## config.mk

```make
export PLATFORM = sky130hd
export DESIGN_NAME = cetp_mul
export DESIGN_NICKNAME = d
export VERILOG_FILES = /design/src/assert_macros.svh /design/src/cetp_pkg.sv /design/src/cetp_mul.sv
export SDC_FILE = /design/constraint.sdc
export NUM_CORES = 2
export LEC_CHECK = 0
export BUFFER_PORTS_ARGS = -buffer_cell sky130_fd_sc_hd__buf_2
export CAP_MARGIN = 20
export CORE_MARGIN = 3
export CORE_UTILIZATION = 47
export DETAILED_ROUTE_END_ITERATION = 8
export HOLD_SLACK_MARGIN = 0.15
export SYNTH_ARGS = -nofsm -noshare
export SYNTH_HDL_FRONTEND = slang
export SYNTH_SLANG_ARGS = --single-unit
export TNS_END_PERCENT = 50
```

## constraint.sdc

```tcl
create_clock -name clk -period 13.1 [get_ports clk]
set_input_delay 0.655 -clock clk [delete_from_list [all_inputs] [get_ports clk]]
set_output_delay 0.655 -clock clk [all_outputs]
set_load 0.05 [all_outputs]
```

## src/assert_macros.svh

```systemverilog
// Assertion macros shared by the escape-time pixel RTL.
// No dependencies; the files that check themselves include this header.
`ifndef ASSERT_MACROS_SVH
`define ASSERT_MACROS_SVH

// Consequent must hold in the same cycle as the antecedent.
`define ASSERT_IMPLIES(lbl, clk_s, rst_s, ante, cons) \
  lbl: assert property (@(posedge clk_s) disable iff (!rst_s) (ante) |-> (cons)) \
    else $error("assertion failed: same-cycle implication");

// Consequent must hold in the cycle after the antecedent.
`define ASSERT_NEXT(lbl, clk_s, rst_s, ante, cons) \
  lbl: assert property (@(posedge clk_s) disable iff (!rst_s) (ante) |=> (cons)) \
    else $error("assertion failed: next-cycle implication");

`endif

```

## src/cetp_pkg.sv

```systemverilog
// Package for the escape-time pixel engine: payload structs, codes, constants.
// No dependencies; used by cetp_mul, cetp_div and celtic_escape_time_pixel.
`default_nettype none

package cetp_pkg;

  // Image geometry
  localparam int WIDTH  = 800;
  localparam int HEIGHT = 600;

  // Half the image size in pixels with 8 fraction bits
  localparam logic signed [33:0] HALF_X_Q8 = 34'(WIDTH * 128);
  localparam logic signed [33:0] HALF_Y_Q8 = 34'(HEIGHT * 128);

  // Escape bound: |z|^2 > 4 in Q16.48
  localparam logic [63:0] ESC_LIMIT = 64'h0004_0000_0000_0000;

  // Register reset values
  localparam logic [31:0] RST_PIXEL_SCALE = 32'd67109;
  localparam logic [9:0]  RST_MAX_ITER    = 10'd100;

  // Gray level divider: quotient bits and dividend width
  localparam int DIV_QBITS = 8;
  localparam int DIV_NUM_W = 18;

  // Input item
  typedef struct packed {
    logic [9:0] pixel_x;
    logic [9:0] pixel_y;
  } in_pixel_t;

  // Result item
  typedef struct packed {
    logic [9:0] out_x;
    logic [9:0] out_y;
    logic [9:0] iterations;
    logic [7:0] gray_level;
  } out_result_t;

  // Configuration register indexes
  typedef enum logic [2:0] {
    REG_PIXEL_SCALE = 3'd0,
    REG_OFFSET_X    = 3'd1,
    REG_OFFSET_Y    = 3'd2,
    REG_JULIA_MODE  = 3'd3,
    REG_JULIA_RE    = 3'd4,
    REG_JULIA_IM    = 3'd5,
    REG_FORMULA     = 3'd6,
    REG_MAX_ITER    = 3'd7
  } cfg_idx_t;

  // Squaring formula variants
  typedef enum logic [1:0] {
    FML_ABS_RE   = 2'd0,  // re' = |rr-ii|, im' = t
    FML_ABS_BOTH = 2'd1,  // re' = |rr-ii|, im' = |t|
    FML_NEG_IM   = 2'd2,  // re' = rr-ii,   im' = -t
    FML_ABS_RA   = 2'd3   // re' = |ra+ii|, im' = t
  } fml_t;

  // Sequencer states
  typedef enum logic [3:0] {
    ST_IDLE,
    ST_MAP_X,
    ST_MAP_Y,
    ST_MAP_W,
    ST_SQR_RE,
    ST_SQR_IM,
    ST_CHECK,
    ST_STEP,
    ST_DIV_WAIT
  } state_t;

  // Operands of the shared multiplier
  typedef struct packed {
    logic signed [32:0] a;
    logic signed [32:0] b;
  } mul_op_t;

  // Divider request and response
  typedef struct packed {
    logic                 start;
    logic [DIV_NUM_W-1:0] num;
    logic [9:0]           den;
  } div_req_t;

  typedef struct packed {
    logic                 done;
    logic [DIV_QBITS-1:0] quot;
  } div_rsp_t;

endpackage

`default_nettype wire

```

## src/cetp_mul.sv

```systemverilog
// Shared 33x33 signed multiplier with registered product.
// Depends on cetp_pkg (mul_op_t).
`default_nettype none

module cetp_mul (
  input  logic                   clk,
  input  cetp_pkg::mul_op_t      op,
  output logic signed [63:0]     prod
);

  logic signed [65:0] full_w;
  logic signed [63:0] prod_r;

  // Full product; all uses fit in 64 bits
  assign full_w = $signed(op.a) * $signed(op.b);

  always_ff @(posedge clk) begin
    prod_r <= $signed(full_w[63:0]);
  end

  assign prod = prod_r;

endmodule

`default_nettype wire

```

After elaboration in Yosys (flattened, before gate mapping)
Index checks and enable logic that the tools add are counted.

Flip-flop bits (word level): 64. Latch bits: 0. Bits in writable memories: 0. Bits in read-only memories: 0. Input port bits: 67. Output and inout bits: 64. Logic and storage cells: 2. Memories: 0.

Add/sub/neg operators: 0. Multiply operators: 1. Divide/modulo/power cells: 0. Order comparisons: 0. Equality and inequality tests: 0. Shifts and indexed selects: 0. Multiplexer cells: 0. Bitwise gates (word level): 0. Reductions and logical operators: 0.

Operators with widths (count): multiplier 33 x 33 -> 64 bit (1).

Logic depth before layout (Yosys ltp)
Depth in word-level cells: 1. Gate-level depth with buffers: 28. Gate-level depth less buffers: 26.

Least setup slack after synthesis
No wires, ideal clock.

Path type: input to register. From: input port op[65] in the netlist's numbering. To: register prod_r[63] (netlist: prod[63]). Setup time: 0.072 ns. Arrival: 7.847 ns. Required time: 13.028 ns. Path slack: 5.181 ns. Stages: 24. Path buffers: 1. Path through: clkbuf_1 nand2_1 inv_1 fa_1 fa_1 fa_1 inv_1 fa_1 inv_1 fa_1 fa_1 fa_1 inv_1 fa_1 inv_1 ha_1 a21o_1 a21o_1 a21oi_1 nand2_1 o31ai_1 o211ai_1 a21oi_1 xnor2_1.

Word-level cells in the longest chain between the ends: 1.

RTL lines: start, declared (RTL line cetp_mul.sv:7) `input cetp_pkg::mul_op_t op,`; multiplier 33 x 33 -> 64 bit (RTL line cetp_mul.sv:15) `assign full_w = $signed(op.a) * $signed(op.b);`; via full_w[63] (RTL line cetp_mul.sv:11) `logic signed [65:0] full_w;`; end signal, assigned (RTL line cetp_mul.sv:18) `prod_r <= $signed(full_w[63:0]);`; end, declared (RTL line cetp_mul.sv:12) `logic signed [63:0] prod_r;`.

The timed path passes the listed nets, and every way through them passes these cells.

Final worst setup path
Same ends and word-level chain as after synthesis.

==> impl_metrics.yaml <==
run_status:
  outcome: "complete, no violations"
cells_and_area:
  largest_reg_flops: 64
  drive_gt1_frac: 0.0398
  post-route-util: 0.497
  area_growth_pct: 4.01
  final_cell_mix: "1125 x fa_1, 1086 x inv_1, 548 x and2_1, 547 x nand2_1, 212 x ha_1"
  layout_commonest_cell: "fa_1"
  fin_nets: 5541
  instances_no_fill: 5215
clocking:
  cts_sinks: 64
  cts_tree: "yes"
  cts_buffers: 9
  path_clk_slew_ns: 0.06
  ctsResizeCount: 0
  cts-htree-levels: 3
  clockBufferDepth: 2
  cts_root_buf: "clkbuf_16"
  post_cts.repair.setup_buffers: 0
  postCtsHoldBufs: 0
global_route:
  top_usage_layer: "met2"
  gr-usage-met1: 0.318
  grt_pass1_vias: 29929
  gr-total-overflow: 0
  antenna_found_initial: 5
  met3_usage: 0.0266
  grt_pass1_wl_um: 171000
  track_usage: 0.256
  grt_max_degree: 35
  met2_usage: 0.458
flow_run:
  drv_cap: 0
synthesis:
  syn_inst: 4207
  synthMuxAreaShare: 0.000253
  synth_xor_area_frac: 0.0168
  yosysUniqueCellTypes: 57
  synth-adder-area-share: 0.637
  synth.top_cell.area_share: 0.570
  syn_avg_cell_area_sq_um: 9.40
  synth_top_family_by_area: "adder cells"
  async_reset_ff_frac: 0
  yosysTopAreaCell: "fa_1"
  synthTopCellsByArea: "fa_1 57%, inv_1 10%, and2_1 8.7%"
  syn-num-nets: 5611
  synth_compound_gate_area_share: 0.0325
  yosysWarnings: 0
  synth-main-ff-cell: "dfxtp_1"
  yosysSeqAreaShare: 0.0324
  ys_seq_elements: 64
  synthSimpleGateAreaFrac: 0.157
  syn_area_sq_um: 39500
  synth-edff-count: 0
worst_setup_path:
  start_kind: "primary input"
  critPathArrivalTime_ns: 9.08
  critical_path_peak_fanout: 32
  path_class: "primary input to flip-flop"
  critPathCaptureType: "flip-flop"
  required_ns: 13.38
floorplan:
  dieArea_sq_um: 87700
  core_area_sq_um: 82800
  die_x_um: 296
  initial_core_util: 0.478
  io-pin-count: 131
  die_y_um: 296
  rows: 105
drt:
  drt-wirelength-per-cell_um: 20.3
  wl_um: 106000
  drtPass1Iterations: 5
  drt_iter0_drc: 1398
  num_vias: 27209
  drc: 0
  ant_nets: 0
  viasPerCell: 5.22
timing:
  period_share: 0.672
  tightest_slew_ns: 0.995
  final-hold-violation-count: 0
  rsz0062_at_grt: "false"
  hold_ws_ns: 0.846
  fin_crit_ns: 8.80
  report.final.setup_viol: 0
  slew_headroom: 0.337
  final.setup.tns_ns: 0
  final_max_slew_viol_count: 0
  fmax_mhz: 114
place:
  place.gp.congestion: 0.920
  dp_hpwl_um: 86400
  dp_cells: 5195
  portBuffers: 130
worst_hold_path:
  hold_class: "primary input to flip-flop"
[cell families (layout without fill, tap and decap cells)]
logic type | after synthesis | after routing
AOI/OAI and AO/OA | 200 | 200
xor gates and xnor gates | 76 | 76
muxes | 1 | 1
DFF | 64 | 64
other | 0 | 3
buffers and inverters | 1308 | 1243
adders and majority gates | 1337 | 1337
and+or+nand+nor | 1221 | 1221
[cells in the mapped netlist, types with 3 or more instances]
| cell type | number |
|---|---|
| o21ai_1 | 6 |
| xnor2_1 | 55 |
| nand2_1 | 547 |
| nor2_1 | 18 |
| and3_1 | 6 |
| a31oi_1 | 6 |
| nand4_1 | 12 |
| dfxtp_1 | 64 |
| fa_1 | 1125 |
| o21bai_1 | 7 |
| o21ai_0 | 29 |
| or3_1 | 4 |
| nand2b_1 | 9 |
| nand3_1 | 18 |
| nor4_1 | 4 |
| o211ai_1 | 7 |
| ha_1 | 212 |
| o21a_1 | 18 |
| xor2_1 | 21 |
| and4_1 | 4 |
| o31ai_1 | 4 |
| and2_1 | 548 |
| inv_1 | 1086 |
| a21boi_0 | 3 |
| a21o_1 | 18 |
| nor2b_1 | 32 |
| a21oi_1 | 69 |
| clkbuf_1 | 222 |
| nor3_1 | 11 |
| a211oi_1 | 8 |
[critical path, stage by stage]
cell,delay (ns)
buf_2,0.46
nand2_1,0.18
inv_1,0.17
fa_1,0.51
fa_1,0.56
fa_1,0.85
inv_1,0.27
fa_1,0.79
inv_1,0.34
fa_1,0.55
fa_1,0.51
fa_1,0.50
inv_1,0.06
fa_1,0.50
inv_1,0.05
ha_1,0.36
nand4_1,0.27
nor3_1,0.11
o21a_1,0.22
o31ai_1,0.62
o211ai_1,0.18
a21oi_1,0.20
xnor2_1,0.13
[final timing paths]
kind   start  slack (ns)               end  cells after the start
min    op[0]        0.85   prod[0]$_DFF_P_                      2
max   op[65]        4.30  prod[63]$_DFF_P_                     23
[metal layers]
metal,wire (um),vias up
met5,9,-
met1,40400,14597
li1,-,11784
met3,4600,167
met4,5340,2
met2,55500,659
[cell type report]
type	count	area (sq um)
diodes	3	7.51
clock buffers	10	239
clock inverters	6	92.6
fillers	7877	41600
inverters	1086	4080
multi-input cells	2835	33400
flip-flops and latches	64	1280
well taps	1070	1340
repair buffers	141	741
[through the flow]
stage / cell area [sq um] / setup WS (ns)
after detailed placement: 40800 / 4.04
after global placement: 40800 / 4.14
after floorplan: 39500 / 5.18
after global routing: 41100 / 3.62
after CTS: 41100 / 4.37
final: 41100 / 4.30
Power is not shown: default switching activity piles up to over one toggle a cycle in this logic, so the estimate is an artifact.
