==> src/assert_macros.svh <==
// Assertion macros shared by the escape-time pixel RTL.
// No dependencies; the files that check themselves include this header.
`ifndef ASSERT_MACROS_SVH
`define ASSERT_MACROS_SVH

// Consequent must hold in the same cycle as the antecedent.
`define ASSERT_IMPLIES(lbl, clk_s, rst_s, ante, cons) \
  lbl: assert property (@(posedge clk_s) disable iff (!rst_s) (ante) |-> (cons)) \
    else $error("assertion failed: same-cycle implication");

// Consequent must hold in the cycle after the antecedent.
`define ASSERT_NEXT(lbl, clk_s, rst_s, ante, cons) \
  lbl: assert property (@(posedge clk_s) disable iff (!rst_s) (ante) |=> (cons)) \
    else $error("assertion failed: next-cycle implication");

`endif

==> src/cetp_pkg.sv <==
// Package for the escape-time pixel engine: payload structs, codes, constants.
// No dependencies; used by cetp_mul, cetp_div and celtic_escape_time_pixel.
`default_nettype none

package cetp_pkg;

  // Image geometry
  localparam int WIDTH  = 800;
  localparam int HEIGHT = 600;

  // Half the image size in pixels with 8 fraction bits
  localparam logic signed [33:0] HALF_X_Q8 = 34'(WIDTH * 128);
  localparam logic signed [33:0] HALF_Y_Q8 = 34'(HEIGHT * 128);

  // Escape bound: |z|^2 > 4 in Q16.48
  localparam logic [63:0] ESC_LIMIT = 64'h0004_0000_0000_0000;

  // Register reset values
  localparam logic [31:0] RST_PIXEL_SCALE = 32'd67109;
  localparam logic [9:0]  RST_MAX_ITER    = 10'd100;

  // Gray level divider: quotient bits and dividend width
  localparam int DIV_QBITS = 8;
  localparam int DIV_NUM_W = 18;

  // Input item
  typedef struct packed {
    logic [9:0] pixel_x;
    logic [9:0] pixel_y;
  } in_pixel_t;

  // Result item
  typedef struct packed {
    logic [9:0] out_x;
    logic [9:0] out_y;
    logic [9:0] iterations;
    logic [7:0] gray_level;
  } out_result_t;

  // Configuration register indexes
  typedef enum logic [2:0] {
    REG_PIXEL_SCALE = 3'd0,
    REG_OFFSET_X    = 3'd1,
    REG_OFFSET_Y    = 3'd2,
    REG_JULIA_MODE  = 3'd3,
    REG_JULIA_RE    = 3'd4,
    REG_JULIA_IM    = 3'd5,
    REG_FORMULA     = 3'd6,
    REG_MAX_ITER    = 3'd7
  } cfg_idx_t;

  // Squaring formula variants
  typedef enum logic [1:0] {
    FML_ABS_RE   = 2'd0,  // re' = |rr-ii|, im' = t
    FML_ABS_BOTH = 2'd1,  // re' = |rr-ii|, im' = |t|
    FML_NEG_IM   = 2'd2,  // re' = rr-ii,   im' = -t
    FML_ABS_RA   = 2'd3   // re' = |ra+ii|, im' = t
  } fml_t;

  // Sequencer states
  typedef enum logic [3:0] {
    ST_IDLE,
    ST_MAP_X,
    ST_MAP_Y,
    ST_MAP_W,
    ST_SQR_RE,
    ST_SQR_IM,
    ST_CHECK,
    ST_STEP,
    ST_DIV_WAIT
  } state_t;

  // Operands of the shared multiplier
  typedef struct packed {
    logic signed [32:0] a;
    logic signed [32:0] b;
  } mul_op_t;

  // Divider request and response
  typedef struct packed {
    logic                 start;
    logic [DIV_NUM_W-1:0] num;
    logic [9:0]           den;
  } div_req_t;

  typedef struct packed {
    logic                 done;
    logic [DIV_QBITS-1:0] quot;
  } div_rsp_t;

endpackage

`default_nettype wire

==> src/cetp_div.sv <==
// Restoring divider for the gray level, one quotient bit per cycle.
// Depends on cetp_pkg (div_req_t, div_rsp_t, DIV_QBITS, DIV_NUM_W).
`default_nettype none

module cetp_div (
  input  logic               clk,
  input  logic               rst_n,
  input  cetp_pkg::div_req_t req,
  output cetp_pkg::div_rsp_t rsp
);

  localparam int KW = $clog2(cetp_pkg::DIV_QBITS);

  logic                           busy_r, busy_nxt;
  logic                           done_r, done_nxt;
  logic [KW-1:0]                  k_r, k_nxt;
  logic [cetp_pkg::DIV_NUM_W-1:0] rem_r, rem_nxt;
  logic [9:0]                     den_r, den_nxt;
  logic [cetp_pkg::DIV_QBITS-1:0] q_r, q_nxt;
  logic [cetp_pkg::DIV_NUM_W-1:0] shifted_w;
  logic                           ge_w;

  // Trial subtract of the divisor at the current quotient bit
  assign shifted_w = {{(cetp_pkg::DIV_NUM_W-10){1'b0}}, den_r} << k_r;
  assign ge_w      = (rem_r >= shifted_w);

  always_comb begin
    busy_nxt = busy_r;
    done_nxt = 1'b0;
    k_nxt    = k_r;
    rem_nxt  = rem_r;
    den_nxt  = den_r;
    q_nxt    = q_r;
    if (req.start) begin
      busy_nxt = 1'b1;
      k_nxt    = KW'(cetp_pkg::DIV_QBITS - 1);
      rem_nxt  = req.num;
      den_nxt  = req.den;
    end else if (busy_r) begin
      q_nxt = {q_r[cetp_pkg::DIV_QBITS-2:0], ge_w};
      if (ge_w) begin
        rem_nxt = rem_r - shifted_w;
      end
      if (k_r == '0) begin
        busy_nxt = 1'b0;
        done_nxt = 1'b1;
      end else begin
        k_nxt = k_r - 1'b1;
      end
    end
  end

  // Control state
  always_ff @(posedge clk) begin
    if (!rst_n) begin
      busy_r <= 1'b0;
      done_r <= 1'b0;
    end else begin
      busy_r <= busy_nxt;
      done_r <= done_nxt;
    end
  end

  // Datapath
  always_ff @(posedge clk) begin
    k_r   <= k_nxt;
    rem_r <= rem_nxt;
    den_r <= den_nxt;
    q_r   <= q_nxt;
  end

  assign rsp.done = done_r;
  assign rsp.quot = q_r;

endmodule

`default_nettype wire

==> config.mk <==
export PLATFORM = sky130hd
export DESIGN_NAME = cetp_div
export DESIGN_NICKNAME = d
export VERILOG_FILES = /design/src/assert_macros.svh /design/src/cetp_pkg.sv /design/src/cetp_div.sv
export SDC_FILE = /design/constraint.sdc
export NUM_CORES = 1
export LEC_CHECK = 0
export ABC_AREA = 1
export BUFFER_PORTS_ARGS = -buffer_cell sky130_fd_sc_hd__buf_2
export CORE_UTILIZATION = 45
export DETAILED_ROUTE_END_ITERATION = 6
export HOLD_SLACK_MARGIN = 0.12
export PLACE_DENSITY = 0.65
export SETUP_SLACK_MARGIN = 0.15
export SKIP_CTS_REPAIR_TIMING = 1
export SYNTH_ARGS = -nofsm -noshare
export SYNTH_HDL_FRONTEND = slang
export SYNTH_SLANG_ARGS = --single-unit
==> constraint.sdc <==
create_clock -name clk -period 4.07 [get_ports clk]
set_clock_uncertainty 0.15 [all_clocks]
set_input_delay 0.814 -clock clk [delete_from_list [all_inputs] [get_ports clk]]
set_output_delay 0.814 -clock clk [all_outputs]
set_load 0.02 [all_outputs]
* Yosys cells after proc, flatten, opt, wreduce, memory -nomap -nowiden
Index checks and enable logic that the tools add are counted.
** Word-level totals
- Flip-flop bits (word level) :: 41
- Input bits :: 31
- Output and inout bits :: 9
- Logic and storage cells :: 28
** Cells by class
- Add/subtract/negate cells :: 2
- Magnitude comparators :: 1
- Shift operators :: 1
- Multiplexer cells :: 7
- Bitwise logic cells :: 4
- Reduce and logical (&&, ||, !) cells :: 7
** Operators by type and width (number)
- $mux 18 :: 3
- $ge 18x18->1 :: 1
- $shl 10x3->18 :: 1
- $sub 18x18->18 :: 1
- $reduce_and 2->1 :: 3
- $mux 1 :: 4
- $not 1->1 :: 4
- $reduce_bool 2->1 :: 2
- $logic_not 3->1 :: 1
- $reduce_or 3->1 :: 1
- $sub 3x1->3 const B :: 1

* Logic depth before layout (Yosys ltp)
Gate-level depths: netlist of the first run.
- Word-level depth :: 5
- Gate-level depth with buffers :: 21
- Gate-level depth less buffers :: 20

* Least setup slack after synthesis of the first run
Ideal clock, no wire load.
- Kind :: register to register
- Start :: reg k_r[2]
- End :: reg rem_r[0] in the netlist's numbering, enable pin
- Setup time :: 375 ps
- Arrival :: 2528 ps
- Data required time :: 3545 ps
- Setup slack :: 1017 ps
- Stages on the path, launching flop included :: 15
- Path buffers :: 2
- Period minus slack after synthesis :: 3053 ps
- Cells stage by stage :: dfxtp_1 clkbuf_1 clkbuf_1 nor2_1 ha_1 fa_1 o21ai_2 nand2_2 nand2_2 nand2_2 nand2_2 nand2_2 nand2_2 nand2_1 nand2_1
** On the way
- Cells in the longest elaborated chain, start to end :: 4
** RTL lines
- from (decl) :: RTL line cetp_div.sv:16 : logic [KW-1:0] k_r, k_nxt;
- from (signal assigned) :: RTL line cetp_div.sv:66 : k_r <= k_nxt;
- $shl 10x3->18 :: RTL line cetp_div.sv:24 : assign shifted_w = {{(cetp_pkg::DIV_NUM_W-10){1'b0}}, den_r} << k_r;
- $ge 18x18->1 :: RTL line cetp_div.sv:25 : assign ge_w = (rem_r >= shifted_w);
- named net ge_w :: RTL line cetp_div.sv:21 : logic ge_w;
- $reduce_bool 2->1 (no source line)
- $reduce_and 2->1 (no source line)
- to (signal assigned) :: RTL line cetp_div.sv:67 : rem_r <= rem_nxt;
- to (decl) :: RTL line cetp_div.sv:17 : logic [cetp_pkg::DIV_NUM_W-1:0] rem_r, rem_nxt;
The timed path passes the listed nets, and every way through them passes these cells.
A chain may end at the register's enable or synchronous reset.

* Final worst setup path of the first run
- Start :: reg k_r[0]
- End :: reg rem_r[8] in the netlist's numbering, enable pin
The elaborated chain is that of the path after synthesis.

==> metrics, run 1 <==
outcome completed; power share of the clock group 20.1%; final net count 470; violation count after the first detailed-route iteration 104; hold path startpoint q_r[5]; Pwr Density 510 nW/um^2; final standard cell area without fillers 3230 sq um; via density per instance 5.07; number of distinct standard cells referenced by the synthesized netlist 31; Flop pwr share a little over a third; GP Congestion between 0.9 and 1; crit share post-route between 80 and 90%; floorplan core area roughly 6000 sq um; die extent in y roughly 80 microns; total number of vias 2510; vias in the first global route 2264; DP Area 3110 sq um; largest stage delay on the critical path around 620 ps; 1st-pass router iterations 4; power dissipated by switching net loads approximately 0.00064 W; endpoints failing setup 0; pin count of the biggest net entering global routing 41; die area 6690 sq um; io pins 40; Hold Violations, Final 0; Cell Int Power 0.00100 W; DP Wirelength 4.94 mm; number of buffers created by CTS 5; clock latency of the later-clocked register in the worst-skew pair a little under 300 ps; combinational power share between 40% and 50%; global route total overflow 0; CTS tree yes; Max-Cap Viols 0; endpoint of the most critical register-to-register path rem_r[8]; Seq/Total Area, Yosys 41.2%; aggregate negative setup slack 0 ps; final worst slack 523 ps; endpoint type of the worst setup path flop; Power, Total around 0.0016 W; netlist area before placement around 2900 sq um; cell count of the worst hold path 0; Diodes inserted 0; antenna-violating nets left 0; Static Leakage 1.55 nW; Max Fclk 0.282 GHz; die width 81.8 microns; unrepaired setup endpoints after global routing no; proportion of layout cells with a drive suffix above 1 15.0%; chain of cells forming the critical path inv_2, nand2_1, nand2_1, o21ai_0, nor2_1, a31oi_1, ha_1, a21oi_1, nand2_1, inv_2, nor2_1, nor2_1, nand2_2, nand2_2, nand2_2, nand2_1, nand2_1, buf_4; cell row count 28; area added between synthesis and finish 12.7%; drc violations 0; synthesized netlist net count 433; overall routing resource usage between 20% and 30%; number of buffer and inverter stages on the critical path 3; CP delay by family, top simple AND/OR/NAND/NOR gates; data arrival time of the worst path 3450 ps; crit path launch type flop; slew of the pin with the lowest slew margin 703 ps; Min-Delay Endpoint q_r[6]; maximum ir drop on the vdd rail 0.259 mV; worst-case setup slack after placement ~530 ps; R2R depth 18; effective utilization at floorplan 47.5%; minimum period implied by the final worst setup slack approximately 3500 ps; cell at the root of the clock tree sky130_fd_sc_hd__clkbuf_8; average cell area after synthesis 7.50 sq um; top fanout value on the critical path 15; clock buffer depth 2; fraction of the core area covered by cells at the end of the flow between 50% and 60%; Sink Count 41; clock transition at the registers of the reported paths 80 ps; classification of the worst setup path reg -> reg; Yosys reg bits 41; number of H-tree levels 2; Reg2Reg Launch Point k_r[0]; cells after synthesis about 380; average routed wire per standard cell between 10 and 15 microns; Max-Slew Margin vs Limit 53.1%; post-detailed-routing wire length 6.18 mm; library cell appearing most often on the critical path sky130_fd_sc_hd__nand2_1; synthesis warning total 0; switching part of the total power 39.1%; Worst R2R Setup Slack 520 ps; worst-path cell with the longest stage delay sky130_fd_sc_hd__dfxtp_1; pins over their slew limit 0; global-route wire length before repair 10.2 mm; number of buffers added on ports 39; antenna violations before repair 0; Hold Crit Class reg -> reg; required time worst endpoint 3970 ps
==> cells by family after synthesis <==
| logic type | synth area share (%) |
|---|---|
| adder cells (fa/ha/maj) | 9.00 |
| flip-flops | 41.2 |
| XOR/XNOR | 1.83 |
| AND/OR/NAND/NOR | 30.9 |
| multiplexers | 0.349 |
| buffers and inverters | 6.90 |
| AO/OA/AOI/OAI | 9.78 |
==> area by class of cell <==
class,count,area (sq um)
sequential,41,1180
inverter,38,143
clock buffer,5,68.8
fill,583,2800
multi-input combinational,292,1490
clock inverter,3,46.3
tap,75,93.8
timing repair buffer,41,210
==> worst register-to-register path: cells and delay by family (launching register included) <==
| kind | cells | cell delay, ps |
|---|---|---|
| compound gates | 3 | 690 |
| fa+ha+maj | 1 | 320 |
| buf+inv | 3 | 560 |
| flops | 1 | 620 |
| simple gates | 11 | 980 |
==> flip-flops by register name (all words and copies together) (netlist names) <==
name	flops
den_r	10
q_r	8
rem_r	18
done_r	1
k_r	3
busy_r	1
==> how the worst max path moves through the flow <==
stage | slack [ps] | start | cells after the start | endpoint
floorplan | 1020 | k_r[2] | 14 | rem_r[0]
global placement | 560 | k_r[0] | 18 | rem_r[12]
detailed placement | 530 | k_r[0] | 18 | rem_r[12]
CTS | 500 | k_r[0] | 18 | rem_r[8]
global route | 180 | k_r[0] | 18 | rem_r[12]
finish | 520 | k_r[0] | 18 | rem_r[8]
==> metal layers <==
layer  track usage [%]  share of wire (%)  up-vias
li1                  -                  -     1337
met1              28.3                 49     1124
met2              32.4                 45       38
met3              3.44                3.6       11
met4              6.49                1.9        0
met5                 0                  0        -
==> power groups by stage <==
stage	clock network, W	logic (W)	registers (W)
floorplan	0	0.000585	0.000572
global placement	0	0.000725	0.000587
detailed placement	0	0.000730	0.000589
CTS	0.000342	0.000734	0.000579
global route	0.000353	0.000845	0.000584
finish	0.000332	0.000737	0.000578
==> cells in the mapped netlist, drive strengths merged <==
library cell | instances | area share (%)
nand2 | 145 | 20
edfxtp | 36 | 38
a31oi | 4 | 0.87
nor2 | 25 | 3.3
nor4 | 1 | 0.22
ha | 19 | 8.3
inv | 37 | 4.8
o21bai | 1 | 0.26
clkinv | 1 | 0.13
clkbuf | 3 | 0.39
fa | 1 | 0.70
a21oi | 17 | 3.1
or2 | 2 | 0.44
o21ai | 31 | 5.5
buf | 8 | 1.5
nor3 | 4 | 0.70
nand3b | 5 | 1.3
nand4 | 1 | 0.22
xnor2 | 6 | 1.8
dfxtp | 5 | 3.5
nand3 | 29 | 5.2
mux2i | 1 | 0.35
==> per-stage QoR <==
step                hold WS [ps]  instances
floorplan                    300        382
CTS                          302        495
global placement             276        487
finish                       301        495
global route                 314        495
detailed placement           281        487
==> placed cells by master (no fill, tap or decap), types with 2 or more instances in the layout <==
master	netlist	layout
sky130_fd_sc_hd__inv_1	33	33
sky130_fd_sc_hd__a21oi_1	16	16
sky130_fd_sc_hd__inv_2	4	4
sky130_fd_sc_hd__buf_2	5	39
sky130_fd_sc_hd__nand3_1	28	28
sky130_fd_sc_hd__o21ai_1	3	3
sky130_fd_sc_hd__ha_1	19	19
sky130_fd_sc_hd__o21ai_0	27	27
sky130_fd_sc_hd__nand3b_1	5	5
sky130_fd_sc_hd__a31oi_1	4	4
sky130_fd_sc_hd__edfxtp_1	36	36
sky130_fd_sc_hd__xnor2_1	6	6
sky130_fd_sc_hd__clkbuf_8	0	5
sky130_fd_sc_hd__dfxtp_1	5	5
sky130_fd_sc_hd__nand2_2	6	6
sky130_fd_sc_hd__nor3_1	4	4
sky130_fd_sc_hd__nand2_1	139	139
sky130_fd_sc_hd__buf_4	2	2
sky130_fd_sc_hd__nor2_1	25	25
Note: power is estimated with default switching activity, not from simulation.
==> run 2, diff against run 1 <==
--- a/config.mk
+++ b/config.mk
@@ -6,11 +6,12 @@
 export NUM_CORES = 1
 export LEC_CHECK = 0
 export ABC_AREA = 1
-export BUFFER_PORTS_ARGS = -buffer_cell sky130_fd_sc_hd__buf_2
+export CORE_MARGIN = 2
 export CORE_UTILIZATION = 45
 export DETAILED_ROUTE_END_ITERATION = 6
+export DONT_BUFFER_PORTS = 1
 export HOLD_SLACK_MARGIN = 0.12
-export PLACE_DENSITY = 0.65
+export REMOVE_ABC_BUFFERS = 1
 export SETUP_SLACK_MARGIN = 0.15
 export SKIP_CTS_REPAIR_TIMING = 1
 export SYNTH_ARGS = -nofsm -noshare
==> metrics, run 2 (synthesized netlist as in run 1, its figures left out) <==
classification of the worst setup path reg -> reg (unchanged); final net count 430 (was 470); GP Congestion 0.911 (was 0.947); proportion of layout cells with a drive suffix above 1 5.79% (was 15.0%); minimum period implied by the final worst setup slack 3380 ps (was 3550 ps); violation count after the first detailed-route iteration 115 (was 104); max reg flops 18 (unchanged); average routed wire per standard cell 14.0 microns (was 12.5 microns); Final Instance Count excl. Fillers 457 (was 495); floorplan core area 6240 sq um (was 6030 sq um); Reg2Reg Launch Point k_r[0] (unchanged); detailed-routing wirelength on met1 3.07 mm (was 3.04 mm); overall routing resource usage 18.9% (was 20.4%); hold path startpoint busy_r (was q_r[5]); die area 7020 sq um (was 6690 sq um); antenna-violating nets left 0 (unchanged); pins over their slew limit 0 (unchanged); antenna violations before repair 0 (unchanged); number of buffers added on ports 0 (was 39); Max Fclk 0.296 GHz (was 0.282 GHz); DP Wirelength 5.03 mm (was 4.94 mm); maximum ir drop on the vdd rail 0.229 mV (was 0.259 mV); Sink Count 41 (unchanged); Routed met2 length 2.92 mm (was 2.79 mm); effective utilization at floorplan 45.9% (was 47.5%); die extent in y 83.8 microns (was 81.8 microns); Max-Cap Viols 0 (unchanged); Max-Slew Margin vs Limit 51.7% (was 53.1%); vias in the first global route 2271 (was 2264); top fanout value on the critical path 15 (unchanged); global route total overflow 0 (unchanged); clock buffer depth 2 (unchanged); most used cells in the layout excluding fill and tap cells 139 x sky130_fd_sc_hd__nand2_1, 36 x sky130_fd_sc_hd__edfxtp_1, 33 x sky130_fd_sc_hd__inv_1 (was 139 x sky130_fd_sc_hd__nand2_1, 39 x sky130_fd_sc_hd__buf_2, 36 x sky130_fd_sc_hd__edfxtp_1); number of cells in the design after placement 449 (was 487); clock latency of the later-clocked register in the worst-skew pair 300 ps (was 290 ps); via density per instance 5.22 (was 5.07); Worst R2R Setup Slack 690 ps (was 520 ps); endpoints failing setup 0 (unchanged); data arrival time of the worst path 3270 ps (was 3450 ps); amount of wire on met3 after detailed routing 275 microns (was 223 microns); post-detailed-routing wire length 6.42 mm (was 6.18 mm); Min-Delay Endpoint done_r (was q_r[6]); pin count of the biggest net entering global routing 41 (unchanged); cell row count 29 (was 28); cell count of the worst hold path 2 (was 0); Pwr Density 530 nW/um^2 (was 510 nW/um^2); area added between synthesis and finish 4.98% (was 12.7%); number of filler cells placed in the layout 638 (was 583); top register by number of flip-flops rem_r (unchanged); aggregate negative setup slack 0 ps (unchanged); die width 83.8 microns (was 81.8 microns); endpoint of the most critical register-to-register path rem_r[7] (was rem_r[8]); highest routed metal layer met4 (unchanged); Top Registers rem_r x18, den_r x10, q_r x8 (unchanged); leading cell type in the layout, fill and taps excluded sky130_fd_sc_hd__nand2_1 (unchanged); cell at the root of the clock tree sky130_fd_sc_hd__clkbuf_8 (unchanged); slew of the pin with the lowest slew margin 721 ps (was 703 ps); drc violations 0 (unchanged); Hold Crit Class reg -> reg (unchanged); CTS tree yes (unchanged); total number of vias 2385 (was 2510); number of buffers created by CTS 5 (unchanged); Diodes inserted 0 (unchanged); io pins 40 (unchanged); global-route wire length before repair 10.6 mm (was 10.2 mm); Hold Violations, Final 0 (unchanged); R2R depth 18 (unchanged); clock transition at the registers of the reported paths 80 ps (about the same); outcome completed (unchanged); Static Leakage 1.39 nW (was 1.55 nW); number of H-tree levels 2 (unchanged); endpoint type of the worst setup path flop (unchanged); 1st-pass router iterations 4 (unchanged); required time worst endpoint 3970 ps (about the same); crit share post-route 83.0% (was 87.1%); crit path launch type flop (unchanged); unrepaired setup endpoints after global routing no (unchanged)
[run 2: how the worst max path moves through the flow]
| stage | end | start |
|---|---|---|
| after floorplan | rem_r[0] | k_r[0] |
| after global placement | rem_r[5] | k_r[0] |
| after detailed placement | rem_r[6] | k_r[0] |
| after CTS | rem_r[7] | k_r[0] |
| after global routing | rem_r[7] | k_r[0] |
| final | rem_r[7] | k_r[0] |
[run 2: where the power goes]
group	internal, W	switching (W)	total [W]
sequential	0.000543	0.0000425	0.000586
clock	0.000138	0.000153	0.000291
combinational	0.000265	0.000452	0.000717
total	0.000947	0.000647	0.00159
[run 2: metrics by stage]
stage,hold slack [ps],worst slack (ps),util [%],power [W],area [sq um]
after global routing,393,298,48.2,0.00174,3010
after global placement,370,713,46.7,0.00131,2910
after CTS,379,683,48.2,0.00161,3010
after floorplan,300,1090,-,0.00115,2810
after detailed placement,360,700,46.7,0.00131,2910
final,385,694,48.2,0.00159,3010
[run 2: final cells by class]
type / instances / area [sq um] / area share, %
Timing Repair Buffer: 1 / 7.51 / 0.250
Inverter: 38 / 143 / 4.74
Clock buffer: 7 / 86.3 / 2.87
Tap cell: 77 / 96.3 / 3.20
Sequential cell: 41 / 1180 / 39.3
Multi-Input combinational cell: 292 / 1490 / 49.4
Clock inverter: 1 / 7.51 / 0.250
[run 2: critical path, stage by stage (launching register included)]
cell,delay [ps]
sky130_fd_sc_hd__dfxtp_1,620
sky130_fd_sc_hd__inv_2,200
sky130_fd_sc_hd__nand2_1,110
sky130_fd_sc_hd__nand2_1,60
sky130_fd_sc_hd__o21ai_0,260
sky130_fd_sc_hd__nor2_1,70
sky130_fd_sc_hd__a31oi_1,150
sky130_fd_sc_hd__ha_1,300
sky130_fd_sc_hd__a21oi_1,200
sky130_fd_sc_hd__nand2_1,80
sky130_fd_sc_hd__inv_2,60
sky130_fd_sc_hd__nor2_1,40
sky130_fd_sc_hd__nor2_1,160
sky130_fd_sc_hd__nand2_2,90
sky130_fd_sc_hd__nand2_2,60
sky130_fd_sc_hd__nand2_2,50
sky130_fd_sc_hd__nand2_1,60
sky130_fd_sc_hd__nand2_1,110
sky130_fd_sc_hd__buf_4,270
[run 2: layer usage]
layer,global-route usage (%),vias up
met5,0,-
met4,6.74,0
met3,3.86,12
met2,30.5,48
met1,25.3,1067
li1,-,1258
==> run 3, diff against run 2 <==
==> constraint.sdc (replaced) <==
create_clock -name clk -period 3.3 [get_ports clk]
set_clock_uncertainty 0.15 [all_clocks]
set_input_delay 0.66 -clock clk [delete_from_list [all_inputs] [get_ports clk]]
set_output_delay 0.66 -clock clk [all_outputs]
set_load 0.02 [all_outputs]
==> metrics, run 3 (synthesized netlist as in run 1, its figures left out) <==
outcome completed (unchanged); global-route wire length before repair 10.5 mm (was 10.6 mm); cell at the root of the clock tree sky130_fd_sc_hd__clkbuf_8 (unchanged); proportion of layout cells with a drive suffix above 1 6.82% (was 5.79%); worst-path cell with the longest stage delay sky130_fd_sc_hd__dfxtp_2 (was sky130_fd_sc_hd__dfxtp_1); crit path launch type flop (unchanged); leading cell type in the layout, fill and taps excluded sky130_fd_sc_hd__nand2_1 (unchanged); Hold Violations, Final 0 (unchanged); antenna violations before repair 0 (unchanged); Diodes inserted 0 (unchanged); violation count after the first detailed-route iteration 126 (was 115); aggregate negative setup slack 0 ps (unchanged); final worst slack 432 ps (was 694 ps); vias in the first global route 2252 (was 2271); R2R depth 16 (was 18); Max Fclk 0.349 GHz (was 0.296 GHz); number of filler cells placed in the layout 634 (was 638); cell count of the worst hold path 1 (was 2); number of buffers created by CTS 5 (unchanged); via density per instance 5.17 (was 5.22); GP Congestion 0.906 (was 0.911); clock latency of the later-clocked register in the worst-skew pair 300 ps (about the same); worst-case setup slack after placement 97.6 ps (was 700 ps); Sink Count 41 (unchanged); top fanout value on the critical path 18 (was 15); Worst R2R Setup Slack 430 ps (was 690 ps); Min-Delay Endpoint done_r (unchanged); DP Area 2930 sq um (was 2910 sq um); library cell appearing most often on the critical path sky130_fd_sc_hd__nand2_2 (was sky130_fd_sc_hd__nand2_1); average routed wire per standard cell 13.6 microns (was 14.0 microns); Power, Total 0.00197 W (was 0.00159 W); area added between synthesis and finish 6.11% (was 4.98%); endpoint type of the worst setup path flop (unchanged); floorplan core area 6240 sq um (unchanged); effective utilization at floorplan 45.9% (unchanged); minimum period implied by the final worst setup slack 2870 ps (was 3380 ps); hold path startpoint req[28] (was busy_r); number of H-tree levels 2 (unchanged); crit share post-route 86.9% (was 83.0%); total number of vias 2370 (was 2385); endpoint of the most critical register-to-register path rem_r[0] (was rem_r[7]); 1st-pass router iterations 4 (unchanged); slew of the pin with the lowest slew margin 677 ps (was 721 ps); number of buffers added on ports 0 (unchanged); drc violations 0 (unchanged); max reg flops 18 (unchanged); final net count 431 (was 430); fraction of the core area covered by cells at the end of the flow 48.7% (was 48.2%); overall routing resource usage 18.6% (was 18.9%); Pwr Density 647 nW/um^2 (was 530 nW/um^2); top register by number of flip-flops rem_r (unchanged); Reg2Reg Launch Point k_r[1] (was k_r[0]); unrepaired setup endpoints after global routing no (unchanged); DP Wirelength 4.75 mm (was 5.03 mm); Hold Crit Class in -> reg (was reg -> reg); pin count of the biggest net entering global routing 41 (unchanged); Top Registers rem_r x18, den_r x10, q_r x8 (unchanged); chain of cells forming the critical path inv_2, nand3_1, o21ai_0, or2_1, ha_1, nand2_1, o21ai_2, nand2_2, nand2_2, nand2_2, nand2_2, nand2_2, nand2_2, nand2_1, nand2_1, buf_12 (was inv_2, nand2_1, nand2_1, o21ai_0, nor2_1, a31oi_1, ha_1, a21oi_1, nand2_1, inv_2, nor2_1, nor2_1, nand2_2, nand2_2, nand2_2, nand2_1, nand2_1, buf_4); die extent in y 83.8 microns (unchanged); post-detailed-routing wire length 6.24 mm (was 6.42 mm); clock transition at the registers of the reported paths 80 ps (about the same); pins over their slew limit 0 (unchanged); global route total overflow 0 (unchanged); Max-Slew Margin vs Limit 54.7% (was 51.7%); maximum ir drop on the vdd rail 0.298 mV (was 0.229 mV); classification of the worst setup path reg -> reg (unchanged); CTS tree yes (unchanged); number of buffer and inverter stages on the critical path 2 (was 3); required time worst endpoint 3160 ps (was 3970 ps); io pins 40 (unchanged); CP delay by family, top simple AND/OR/NAND/NOR gates (unchanged); cell row count 29 (unchanged); die area 7020 sq um (unchanged); most used cells in the layout excluding fill and tap cells 139 x sky130_fd_sc_hd__nand2_1, 36 x sky130_fd_sc_hd__edfxtp_1, 33 x sky130_fd_sc_hd__inv_1 (unchanged); die width 83.8 microns (unchanged); final standard cell area without fillers 3040 sq um (was 3010 sq um); antenna-violating nets left 0 (unchanged); Max-Cap Viols 0 (unchanged); clock buffer depth 2 (unchanged); Static Leakage 1.39 nW (about the same); data arrival time of the worst path 2720 ps (was 3270 ps); endpoints failing setup 0 (unchanged); largest stage delay on the critical path 420 ps (was 620 ps)
-- run 3: routing by layer --
| metal | GRT usage [%] | vias up | part of all wire [%] |
|---|---|---|---|
| li1 | - | 1262 | - |
| met2 | 30.1 | 50 | 45 |
| met5 | 0 | - | 0 |
| met3 | 4.06 | 4 | 4.1 |
| met1 | 25.6 | 1054 | 50 |
| met4 | 4.40 | 0 | 0.82 |
-- run 3: how the worst max path moves through the flow --
stage	start	end	slack (ps)	cells after the start
finish	k_r[1]	rem_r[0]	430	16
global route	k_r[0]	rem_r[11]	150	16
CTS	k_r[0]	rem_r[0]	90	18
detailed placement	k_r[0]	rem_r[15]	100	18
global placement	k_r[0]	rem_r[15]	200	18
floorplan	k_r[0]	rem_r[0]	320	17
-- run 3: per-stage QoR --
step	hold WS, ps	std cells
finish	291	458
floorplan	300	371
global placement	353	450
CTS	287	458
global route	275	458
detailed placement	347	450
-- run 3: layout make-up --
class | count | area (sq um) | share of cell area, %
well taps | 77 | 96.3 | 3.17
flip-flops and latches | 41 | 1190 | 39.0
clock buffers | 7 | 86.3 | 2.84
inverters | 38 | 145 | 4.77
clock inverters | 1 | 7.51 | 0.247
repair buffers | 2 | 27.5 | 0.905
multi-input cells | 292 | 1490 | 49.1
-- run 3: worst reg2reg max path: stages, from the launching register on --
cell                      delay (ps)
sky130_fd_sc_hd__dfxtp_2         420
sky130_fd_sc_hd__inv_2           150
sky130_fd_sc_hd__nand3_1         110
sky130_fd_sc_hd__o21ai_0         110
sky130_fd_sc_hd__or2_1           250
sky130_fd_sc_hd__ha_1            380
sky130_fd_sc_hd__nand2_1          90
sky130_fd_sc_hd__o21ai_2         200
sky130_fd_sc_hd__nand2_2          70
sky130_fd_sc_hd__nand2_2          90
sky130_fd_sc_hd__nand2_2          60
sky130_fd_sc_hd__nand2_2          70
sky130_fd_sc_hd__nand2_2          50
sky130_fd_sc_hd__nand2_2          60
sky130_fd_sc_hd__nand2_1          50
sky130_fd_sc_hd__nand2_1         100
sky130_fd_sc_hd__buf_12          180
-- run 3: where the power goes --
part	leakage (nW)	switching (W)	internal (W)
Combinational	0.956	0.000561	0.000333
Sequential	0.394	0.0000466	0.000669
Clock	0.0445	0.000187	0.000170
